[src/design/masort_pkg.sv]
// Shared constants, state encoding and control structs of the anti-diagonal sorter.
`timescale 1ns / 1ps

package masort_pkg;

   localparam int MAX_N_DEF = 8;
   localparam int CSR_W     = 4;
   localparam int DATA_W    = 32;
   localparam logic [CSR_W-1:0] SIZE_RESET = 4'd8;

   typedef enum logic [8:0] {
      S_LOAD  = 9'b000000001,
      S_DINIT = 9'b000000010,
      S_DRD   = 9'b000000100,
      S_DCAP  = 9'b000001000,
      S_DSORT = 9'b000010000,
      S_DWR   = 9'b000100000,
      S_DNEXT = 9'b001000000,
      S_ERD   = 9'b010000000,
      S_ELD   = 9'b100000000
   } state_type;

   typedef struct packed {
      logic load;
      logic sort_start;
      logic diag_init;
      logic rd;
      logic sort_prep;
      logic sort_step;
      logic wr;
      logic next_diag;
      logic emit_start;
      logic emit_rd;
      logic emit_ld;
   } cmd_type;

   typedef struct packed {
      logic load_full;
      logic rd_last;
      logic sort_last;
      logic wr_last;
      logic last_diag;
      logic out_free;
      logic emit_last;
   } sts_type;

endpackage

[src/design/masort_req_if.sv]
// Input channel: one matrix element per word.
`timescale 1ns / 1ps

interface masort_req_if;
   logic                                valid;
   logic                                ready;
   logic signed [masort_pkg::DATA_W-1:0] element_value;

   modport source (output valid, output element_value, input ready);
   modport sink   (input valid, input element_value, output ready);
endinterface

[src/design/masort_rsp_if.sv]
// Result channel: sorted matrix element per word, with end-of-matrix flag.
`timescale 1ns / 1ps

interface masort_rsp_if;
   logic                                valid;
   logic                                ready;
   logic signed [masort_pkg::DATA_W-1:0] result_value;
   logic                                last_of_matrix;

   modport source (output valid, output result_value, output last_of_matrix, input ready);
   modport sink   (input valid, input result_value, input last_of_matrix, output ready);
endinterface

[src/design/matrix_antidiagonal_sorter_top.sv]
// Loading: one word per cycle while a word is offered; after the last word, each
// anti-diagonal is read, sorted by MAX_N odd-even passes and written back through one store port,
// then each word is emitted by a store read and an output-register load that waits for a free output.
// A new matrix is accepted only after the last word of the previous one has been emitted.
// Reset: synchronous; size returns to 8, load count to zero; store contents are not cleared.
`timescale 1ns / 1ps

module matrix_antidiagonal_sorter_top #(
   parameter int MAX_N = masort_pkg::MAX_N_DEF
) (
   input  logic                         clock,
   input  logic                         reset,
   masort_req_if.sink                   req_if,
   masort_rsp_if.source                 rsp_if,
   input  logic                         csr_write_enable,
   input  logic [masort_pkg::CSR_W-1:0] csr_write_data
);

   masort_pkg::cmd_type cmd;
   masort_pkg::sts_type sts;

   masort_controller u_ctrl (
      .clock     (clock),
      .reset     (reset),
      .req_valid (req_if.valid),
      .req_ready (req_if.ready),
      .sts       (sts),
      .cmd       (cmd)
   );

   masort_datapath #(
      .MAX_N (MAX_N)
   ) u_dp (
      .clock            (clock),
      .reset            (reset),
      .cmd              (cmd),
      .sts              (sts),
      .csr_write_enable (csr_write_enable),
      .csr_write_data   (csr_write_data),
      .req_value        (req_if.element_value),
      .rsp_ready        (rsp_if.ready),
      .rsp_valid        (rsp_if.valid),
      .rsp_value        (rsp_if.result_value),
      .rsp_last         (rsp_if.last_of_matrix)
   );

endmodule

[src/design/masort_ram.sv]
// Generic single-write, single-read RAM with registered read data.
`timescale 1ns / 1ps

module masort_ram #(
   parameter int WIDTH = 32,
   parameter int DEPTH = 64,
   parameter int AW    = (DEPTH > 1) ? $clog2(DEPTH) : 1
) (
   input  logic             clock,
   input  logic             we,
   input  logic [AW-1:0]    waddr,
   input  logic [WIDTH-1:0] wdata,
   input  logic             re,
   input  logic [AW-1:0]    raddr,
   output logic [WIDTH-1:0] rdata
);

   logic [WIDTH-1:0] mem_ff [DEPTH];
   logic [WIDTH-1:0] rdata_ff;

   always_ff @(posedge clock) begin
      if (we) begin
         mem_ff[waddr] <= wdata;
      end
      if (re) begin
         rdata_ff <= mem_ff[raddr];
      end
   end

   assign rdata = rdata_ff;

endmodule

[src/design/masort_datapath.sv]
// Datapath: size register, load counter, matrix store, diagonal buffer and sorter, output register.
`timescale 1ns / 1ps

module masort_datapath #(
   parameter int MAX_N = masort_pkg::MAX_N_DEF
) (
   input  logic                                 clock,
   input  logic                                 reset,
   input  masort_pkg::cmd_type                  cmd,
   output masort_pkg::sts_type                  sts,
   input  logic                                 csr_write_enable,
   input  logic [masort_pkg::CSR_W-1:0]         csr_write_data,
   input  logic signed [masort_pkg::DATA_W-1:0] req_value,
   input  logic                                 rsp_ready,
   output logic                                 rsp_valid,
   output logic signed [masort_pkg::DATA_W-1:0] rsp_value,
   output logic                                 rsp_last
);

   localparam int DEPTH  = MAX_N * MAX_N;
   localparam int ADDR_W = (DEPTH > 1) ? $clog2(DEPTH) : 1;
   localparam int CNT_W  = $clog2(DEPTH + 1);
   localparam int NW     = $clog2(MAX_N + 1);
   localparam int IW     = (MAX_N > 1) ? $clog2(MAX_N) : 1;
   localparam int DW     = $clog2(2 * MAX_N);
   localparam int W      = masort_pkg::DATA_W;
   localparam logic [W-1:0] FILL = {1'b0, {(W-1){1'b1}}};

   logic [masort_pkg::CSR_W-1:0] size_ff;
   logic [NW-1:0]                n;
   logic [2*NW-1:0]              sq;
   logic [CNT_W-1:0]             total;

   logic [CNT_W-1:0]  load_count_ff;
   logic [CNT_W:0]    load_next;
   logic [DW-1:0]     diag_ff;
   logic [DW:0]       diag_p1;
   logic [DW:0]       diag_p2;
   logic [DW:0]       n_ext;
   logic [ADDR_W-1:0] dstart_ff;
   logic [NW-1:0]     dcnt_ff;
   logic [ADDR_W-1:0] addr_ff;
   logic [ADDR_W-1:0] addr_step;
   logic [NW-1:0]     idx_ff;
   logic [NW-1:0]     pass_ff;
   logic              cap_ff;
   logic [IW-1:0]     slot_ff;
   logic [W-1:0]      buf_ff [MAX_N];
   logic [W-1:0]      sorted [MAX_N];
   logic [CNT_W-1:0]  kout_ff;
   logic              rsp_valid_ff;
   logic [W-1:0]      rsp_value_ff;
   logic              rsp_last_ff;

   logic              ram_we;
   logic [ADDR_W-1:0] ram_waddr;
   logic [W-1:0]      ram_wdata;
   logic              ram_re;
   logic [ADDR_W-1:0] ram_raddr;
   logic [W-1:0]      ram_rdata;

   // effective size: zero reads as one, large values saturate
   always_comb begin
      if (size_ff == '0) begin
         n = NW'(1);
      end else if (int'(size_ff) > MAX_N) begin
         n = NW'(MAX_N);
      end else begin
         n = NW'(size_ff);
      end
   end

   assign sq        = n * n;
   assign total     = CNT_W'(sq);
   assign load_next = {1'b0, load_count_ff} + (CNT_W+1)'(1);
   assign diag_p1   = {1'b0, diag_ff} + (DW+1)'(1);
   assign diag_p2   = {1'b0, diag_ff} + (DW+1)'(2);
   assign n_ext     = (DW+1)'(n);
   assign addr_step = ADDR_W'(addr_ff + ADDR_W'(n) - ADDR_W'(1));

   always_comb begin
      sts.load_full = load_next >= {1'b0, total};
      sts.rd_last   = idx_ff == NW'(dcnt_ff - NW'(1));
      sts.sort_last = pass_ff == NW'(MAX_N - 1);
      sts.wr_last   = idx_ff == NW'(dcnt_ff - NW'(1));
      sts.last_diag = diag_p2 == (DW+1)'({n_ext, 1'b0});
      sts.out_free  = !rsp_valid_ff || rsp_ready;
      sts.emit_last = kout_ff == CNT_W'(total - CNT_W'(1));
   end

   // odd-even transposition pass
   always_comb begin
      for (int i = 0; i < MAX_N; i++) begin
         sorted[i] = buf_ff[i];
      end
      for (int i = 0; i < MAX_N - 1; i++) begin
         if (((i % 2) == int'(pass_ff[0])) &&
             ($signed(buf_ff[i+1]) < $signed(buf_ff[i]))) begin
            sorted[i]   = buf_ff[i+1];
            sorted[i+1] = buf_ff[i];
         end
      end
   end

   always_comb begin
      ram_we    = cmd.load || cmd.wr;
      ram_waddr = cmd.load ? load_count_ff[ADDR_W-1:0] : addr_ff;
      ram_wdata = cmd.load ? req_value : buf_ff[0];
      ram_re    = cmd.rd || cmd.emit_rd;
      ram_raddr = cmd.rd ? addr_ff : kout_ff[ADDR_W-1:0];
   end

   masort_ram #(
      .WIDTH (W),
      .DEPTH (DEPTH),
      .AW    (ADDR_W)
   ) u_store (
      .clock (clock),
      .we    (ram_we),
      .waddr (ram_waddr),
      .wdata (ram_wdata),
      .re    (ram_re),
      .raddr (ram_raddr),
      .rdata (ram_rdata)
   );

   always_ff @(posedge clock) begin
      if (reset) begin
         size_ff       <= masort_pkg::SIZE_RESET;
         load_count_ff <= '0;
         rsp_valid_ff  <= 1'b0;
         cap_ff        <= 1'b0;
      end else begin
         if (csr_write_enable) begin
            size_ff <= csr_write_data;
         end
         if (cmd.load) begin
            load_count_ff <= cmd.sort_start ? '0 : load_next[CNT_W-1:0];
         end
         if (cmd.emit_ld) begin
            rsp_valid_ff <= 1'b1;
         end else if (rsp_ready) begin
            rsp_valid_ff <= 1'b0;
         end
         cap_ff <= cmd.rd;
      end
   end

   always_ff @(posedge clock) begin
      if (cmd.sort_start) begin
         diag_ff   <= '0;
         dstart_ff <= '0;
         dcnt_ff   <= NW'(1);
      end else if (cmd.next_diag) begin
         diag_ff <= diag_p1[DW-1:0];
         if (diag_p1 < n_ext) begin
            dstart_ff <= ADDR_W'(dstart_ff + ADDR_W'(1));
            dcnt_ff   <= NW'(dcnt_ff + NW'(1));
         end else begin
            dstart_ff <= ADDR_W'(dstart_ff + ADDR_W'(n));
            dcnt_ff   <= NW'(dcnt_ff - NW'(1));
         end
      end

      if (cmd.diag_init || cmd.sort_prep) begin
         addr_ff <= dstart_ff;
         idx_ff  <= '0;
      end else if (cmd.rd || cmd.wr) begin
         addr_ff <= addr_step;
         idx_ff  <= NW'(idx_ff + NW'(1));
      end

      if (cmd.diag_init) begin
         pass_ff <= '0;
      end else if (cmd.sort_step) begin
         pass_ff <= NW'(pass_ff + NW'(1));
      end

      slot_ff <= idx_ff[IW-1:0];

      if (cmd.diag_init) begin
         for (int i = 0; i < MAX_N; i++) begin
            buf_ff[i] <= FILL;
         end
      end else if (cmd.sort_step) begin
         for (int i = 0; i < MAX_N; i++) begin
            buf_ff[i] <= sorted[i];
         end
      end else if (cmd.wr) begin
         for (int i = 0; i < MAX_N - 1; i++) begin
            buf_ff[i] <= buf_ff[i+1];
         end
         buf_ff[MAX_N-1] <= FILL;
      end
      if (cap_ff) begin
         buf_ff[slot_ff] <= ram_rdata;
      end

      if (cmd.emit_start) begin
         kout_ff <= '0;
      end else if (cmd.emit_ld) begin
         kout_ff <= CNT_W'(kout_ff + CNT_W'(1));
      end

      if (cmd.emit_ld) begin
         rsp_value_ff <= ram_rdata;
         rsp_last_ff  <= sts.emit_last;
      end
   end

   assign rsp_valid = rsp_valid_ff;
   assign rsp_value = rsp_value_ff;
   assign rsp_last  = rsp_last_ff;

endmodule

[src/design/masort_controller.sv]
// Controller: sequences load, per-diagonal read, sort and write-back, then emission.
`timescale 1ns / 1ps

module masort_controller (
   input  logic                clock,
   input  logic                reset,
   input  logic                req_valid,
   output logic                req_ready,
   input  masort_pkg::sts_type sts,
   output masort_pkg::cmd_type cmd
);

   masort_pkg::state_type state_ff;
   masort_pkg::state_type state_in;
   logic                  accept;

   assign req_ready = state_ff == masort_pkg::S_LOAD;
   assign accept    = req_valid && req_ready;

   always_comb begin
      state_in = state_ff;
      cmd      = '0;
      unique case (state_ff)
         masort_pkg::S_LOAD: begin
            cmd.load       = accept;
            cmd.sort_start = accept && sts.load_full;
            if (accept && sts.load_full) begin
               state_in = masort_pkg::S_DINIT;
            end
         end
         masort_pkg::S_DINIT: begin
            cmd.diag_init = 1'b1;
            state_in      = masort_pkg::S_DRD;
         end
         masort_pkg::S_DRD: begin
            cmd.rd = 1'b1;
            if (sts.rd_last) begin
               state_in = masort_pkg::S_DCAP;
            end
         end
         masort_pkg::S_DCAP: begin
            cmd.sort_prep = 1'b1;
            state_in      = masort_pkg::S_DSORT;
         end
         masort_pkg::S_DSORT: begin
            cmd.sort_step = 1'b1;
            if (sts.sort_last) begin
               state_in = masort_pkg::S_DWR;
            end
         end
         masort_pkg::S_DWR: begin
            cmd.wr = 1'b1;
            if (sts.wr_last) begin
               state_in = masort_pkg::S_DNEXT;
            end
         end
         masort_pkg::S_DNEXT: begin
            if (sts.last_diag) begin
               cmd.emit_start = 1'b1;
               state_in       = masort_pkg::S_ERD;
            end else begin
               cmd.next_diag = 1'b1;
               state_in      = masort_pkg::S_DINIT;
            end
         end
         masort_pkg::S_ERD: begin
            cmd.emit_rd = 1'b1;
            state_in    = masort_pkg::S_ELD;
         end
         masort_pkg::S_ELD: begin
            if (sts.out_free) begin
               cmd.emit_ld = 1'b1;
               state_in    = sts.emit_last ? masort_pkg::S_LOAD : masort_pkg::S_ERD;
            end
         end
         default: begin
            state_in = masort_pkg::S_LOAD;
         end
      endcase
   end

   always_ff @(posedge clock) begin
      if (reset) begin
         state_ff <= masort_pkg::S_LOAD;
      end else begin
         state_ff <= state_in;
      end
   end

endmodule
[src/flat_wrapper.sv]
// flat-port wrapper written by rule: the top's interface ports become plain ports
module matrix_antidiagonal_sorter_top_flat 
#(
   parameter int MAX_N = masort_pkg::MAX_N_DEF
)
  (clock, reset, csr_write_enable, csr_write_data, req_if_valid, req_if_element_value, req_if_ready, rsp_if_valid, rsp_if_result_value, rsp_if_last_of_matrix, rsp_if_ready);
  masort_req_if req_if_i ();
  masort_rsp_if rsp_if_i ();
  input  logic clock;
  input  logic reset;
  input  logic csr_write_enable;
  input  logic [masort_pkg::CSR_W-1:0] csr_write_data;
  input wire logic [$bits(req_if_i.valid)-1:0] req_if_valid;
  input wire logic [$bits(req_if_i.element_value)-1:0] req_if_element_value;
  output wire logic [$bits(req_if_i.ready)-1:0] req_if_ready;
  output wire logic [$bits(rsp_if_i.valid)-1:0] rsp_if_valid;
  output wire logic [$bits(rsp_if_i.result_value)-1:0] rsp_if_result_value;
  output wire logic [$bits(rsp_if_i.last_of_matrix)-1:0] rsp_if_last_of_matrix;
  input wire logic [$bits(rsp_if_i.ready)-1:0] rsp_if_ready;
  assign req_if_i.valid = req_if_valid;
  assign req_if_i.element_value = req_if_element_value;
  assign req_if_ready = req_if_i.ready;
  assign rsp_if_valid = rsp_if_i.valid;
  assign rsp_if_result_value = rsp_if_i.result_value;
  assign rsp_if_last_of_matrix = rsp_if_i.last_of_matrix;
  assign rsp_if_i.ready = rsp_if_ready;
  matrix_antidiagonal_sorter_top #(.MAX_N(MAX_N)) u_core (.clock(clock), .reset(reset), .req_if(req_if_i), .rsp_if(rsp_if_i), .csr_write_enable(csr_write_enable), .csr_write_data(csr_write_data));
endmodule
[config.mk]
export PLATFORM = sky130hd
export DESIGN_NAME = matrix_antidiagonal_sorter_top_flat
export DESIGN_NICKNAME = d
export VERILOG_FILES = /design/src/design/masort_pkg.sv /design/src/design/masort_req_if.sv /design/src/design/masort_rsp_if.sv /design/src/design/matrix_antidiagonal_sorter_top.sv /design/src/design/masort_ram.sv /design/src/design/masort_datapath.sv /design/src/design/masort_controller.sv /design/src/flat_wrapper.sv
export SDC_FILE = /design/constraint.sdc
export NUM_CORES = 2
export LEC_CHECK = 0
export ABC_AREA = 0
export CAP_MARGIN = 20
export CORE_ASPECT_RATIO = 1.75
export CORE_MARGIN = 1.5
export CORE_UTILIZATION = 61
export CTS_CLUSTER_SIZE = 30
export DETAILED_ROUTE_END_ITERATION = 16
export DONT_BUFFER_PORTS = 1
export PLACE_DENSITY_LB_ADDON = 0.05
export SYNTH_ARGS = -nofsm -noshare
export SYNTH_HDL_FRONTEND = slang
export SYNTH_SLANG_ARGS = --single-unit
[constraint.sdc]
create_clock -name clock -period 15.2 [get_ports clock]
set_clock_uncertainty 0.2 [all_clocks]
set_input_delay 1.52 -clock clock [delete_from_list [all_inputs] [get_ports clock]]
set_output_delay 1.52 -clock clock [all_outputs]
set_load 0.05 [all_outputs]
==> results.txt <==
- Via count of the first global-routing pass: 65177
- Final std cell area, no fill: 114000 um^2
- TritonRoute pass-1 iters: 6
* Most common cell after layout, fill and taps aside: edfxtp_1
* Fraction of the yosys area taken by sequential cells: 69.5%
- Class of the tightest hold or removal check: flop to flop
* Overall via count from detail_route: 66190
* Startpoint kind of the worst setup timing path: flop
- In this run the clock root is driven by a clkbuf_16.
- FP Rows: 200
- The worst-case IR drop observed on VDD is 0.0979 mV.
- Yosys cell types: 76
- Derived from the worst setup path, the maximum achievable clock frequency is 0.173 GHz.
- Summed over all failing endpoints, the final setup total negative slack is 0 ns.
* Compound-Gate Fraction of Synth Area: 9.35%
- Cells with a size suffix above 1 make up 8.46% of the layout.
- Number of violations reported at the end of detailed-routing iteration 0: 7200
- In the post-synthesis netlist, the biggest area contributors are edfxtp_1 68%, mux2i_1 6.0%, nand2_1 4.1%.
- Total power consumption of the routed design: 13.1 mW
- Setup repair after global routing left no endpoint under its margin.
- On the critical path the largest part of the delay comes from buffers and inverters.
- Outcome: complete, no violations
- Total count of hold-check failures in the final report: 0
* Cell breakdown of the critical path: nor3_1, and4_1, mux2i_4, buf_12, buf_4, buf_12, mux2i_1, o22ai_1, o21ai_0, and4_1, nand4_1
- The clock drives 2429 sinks.
* PortBufs: 0
* Reg-to-reg startpoint: u_core.u_ctrl.state_ff[1]
- In the global route stage, overall resource usage came out at 33.8%.
* CORE AREA: 170000 um^2
* Clock period minus final worst setup slack: 5.77 ns
- Syn avg cell area: 13.6 um^2
* Min-Delay Startpoint: u_core.u_dp.idx_ff[2]
* Area growth syn-to-layout: 9.89%
- The synthesized netlist devotes 3.05% of its cell area to adder and majority cells.
* Library cell with the largest summed area after synthesis: edfxtp_1
- The number of antenna violations at the first check in global routing is 5.
* Htree depth: 4
* Synthesis-stage register bit count: 2429
- Post-Synth XOR/XNOR Area: 0.420%
- Number of instances resized during post-cts repair: 0
- Measured against its own limit, the worst slew margin works out to 29.3%.
* Number of failing setup endpoints in the final timing report: 0
* DRT antenna net count: 0
- Entering global routing, the biggest net connects 166 pins.
- Net count of the finished layout: 7864
- Hold timing on the final database bottoms out at a slack of 0.214 ns.
- Effective utilization at floorplan: 61.4%
* Via-to-Cell Ratio: 6.64
- The worst setup path is captured at a flop.
* Area of the die: 173000 um^2
* Post-Place Setup Slack: 9.49 ns
- Instance area after placement: 107000 um^2
- Area fraction in and, or, nand and nor cells after synthesis: 8.53%
- The cell area that synthesis handed to floorplanning was 104000 um^2.
- In the routed design, unresolved DRC markers number 0.
- Power spread over the standard cell area amounts to 115 nW/um^2.
- Summed over all layers, the global routing overflow is 0.
* Wire length of the first global-routing pass: 426000 um
- Area fraction of the dominant cell type after synthesis: 68.5%
- Routed wire per std cell: 29.6 um
* Number of post-CTS setup repair buffers: 0
- Number of instances in the placed design: 9569
* Die boundary width: 315 um
* Number of enable-type register cells in the synthesized netlist: 2375
- The top cell types in the final layout, fill and taps aside, are 2375 x edfxtp_1, 1139 x nand2_1, 622 x mux2i_1, 292 x o22ai_1, 254 x inv_1.
* Required time at the endpoint of the critical path: 15.59 ns
* Critical Path Max Stage Delay: 0.69 ns
* Leakage dissipation: 37.2 nW
* CTS max path bufs: 4
- Max FO, Critical Path: 128
- Clk Latency, worst-skew pair: 0.87 ns
- STA puts the critical path data arrival time at 6.16 ns.
* Clock transition time at the flip-flop clock pins of the worst setup and hold paths: 0.07 ns
- For this run, the share of the core covered by cells in the final layout is 67.5%.
* Multiplexer fraction of the synthesized cell area: 6.09%
- Once detailed placement completed, the half-perimeter wirelength came to 174000 um.
- Routability-driven placement finished with a final weighted congestion of 0.957.
- TritonCTS built the clock tree.
- Final setup margin: 9.43 ns
* Largest family of logic cells by synthesized area: compound AO/OA/AOI/OAI gates
- The final layout contains routed wiring with a total length of 295000 um.
* Number of buffers and inverters on the critical path: 3
- Origin of the worst setup path: u_core.u_ctrl.state_ff[1]
* Share of flip-flops with an asynchronous set or reset after synthesis: 0%
- Hold bufs inserted after CTS: 0
- Slowest-stage cell, CP: buf_4
- Counting the buffers created by CTS gives 218.
* Final Instance Count excl. Fillers: 9968
- By startpoint and endpoint, the worst setup path is classified as flop to flop.
- Synthesis produced 7650 cells.
- The number of pins exceeding their max-slew limit in the final report is 0.
* Leading register cell type out of synthesis: edfxtp_1
- Synthesis warning total: 0
- Floorplan die height: 550 um
- Slew at the pin closest to its max-slew limit: 1.06 ns
- Across the run, the number of max-cap violations was 0.
* Fin crit share: 38.0%
- During I/O placement, the number of pins put on the boundary was 76.
layout make-up:
cell class	instances	area [um^2]
diodes	4	10.0
clock buffers	256	5700
clock inverters	135	1340
fillers	11971	55200
inverters	254	953
multi-input cells	4476	29700
flip-flops and latches	2429	72400
well taps	2222	2780
repair buffers	192	1580
report_power, final:
group | internal [mW] | leakage, nW | switching [mW]
logic | 0.0579 | 11.1 | 0.178
registers | 7.37 | 22.6 | 0.0193
clock network | 3.10 | 3.45 | 2.43
total | 10.5 | 37.2 | 2.63
final timing paths:
path,slack (ns),cells past startpoint,end
hold / removal,0.21,0,u_core.u_dp.slot_ff[2]
setup reg to reg,9.43,11,u_core.u_dp.u_store.rdata[7]
setup / recovery,9.43,11,u_core.u_dp.u_store.rdata[7]
hold reg to reg,0.21,0,u_core.u_dp.slot_ff[2]
flip-flops by register name, summed over array words and instances, names as in the netlist:
| name | count |
|---|---|
| u_core.u_ctrl.state_ff | 9 |
| u_core.u_dp.idx_ff | 4 |
| u_core.u_dp.load_count_ff | 7 |
| u_core.u_dp.u_store.rdata | 32 |
| u_core.u_dp.u_store.mem_ff | 2048 |
| u_core.u_dp.slot_ff | 3 |
| u_core.u_dp.dstart_ff | 6 |
| u_core.u_dp.rsp_value | 32 |
| u_core.u_dp.diag_ff | 4 |
| u_core.u_dp.rsp_last | 1 |
| u_core.u_dp.addr_ff | 6 |
| u_core.u_dp.buf_ff | 256 |
| u_core.u_dp.pass_ff | 4 |
| u_core.u_dp.size_ff | 4 |
| u_core.u_dp.rsp_valid | 1 |
| u_core.u_dp.dcnt_ff | 4 |
| u_core.u_dp.cap_ff | 1 |
| u_core.u_dp.kout_ff | 7 |
synth_stat cells (all sizes together), types with 4 or more instances:
cell type,n
a2111oi,68
a211o,4
a211oi,13
a21o,24
a21oi,244
a22oi,96
a31o,4
a31oi,228
a32o,64
a32oi,33
and2,7
and3,12
and4,36
buf,223
clkbuf,269
dfxtp,54
edfxtp,2375
ha,249
inv,254
mux2,5
mux2i,628
nand2,1147
nand2b,23
nand3,246
nand3b,10
nand4,142
nor2,297
nor2b,16
nor3,59
nor4,12
o211ai,10
o21a,13
o21ai,290
o22a,33
o22ai,292
o2bb2ai,31
o31ai,33
or3,8
or4,5
xnor2,24
xor2,26
kinds of logic (layout without fill, tap and decap cells):
logic type,Yosys count,count (layout)
buffers and inverters,746,837
AO/OA/AOI/OAI,1506,1506
multiplexers,633,633
flip-flops,2429,2429
AND/OR/NAND/NOR,2033,2033
other,1,6
XOR/XNOR,50,50
adder cells (fa/ha/maj),252,252
per-layer routing:
metal  vias to the layer above  GRT usage [%]  share of wire [%]
met5                         -              0                  0
met4                         0           20.3                6.8
met3                       851           4.54                6.3
met2                      2947           59.4                 52
met1                     33350           39.1                 35
li1                      29042              -                  -
Power figures use the tool's default switching activity.
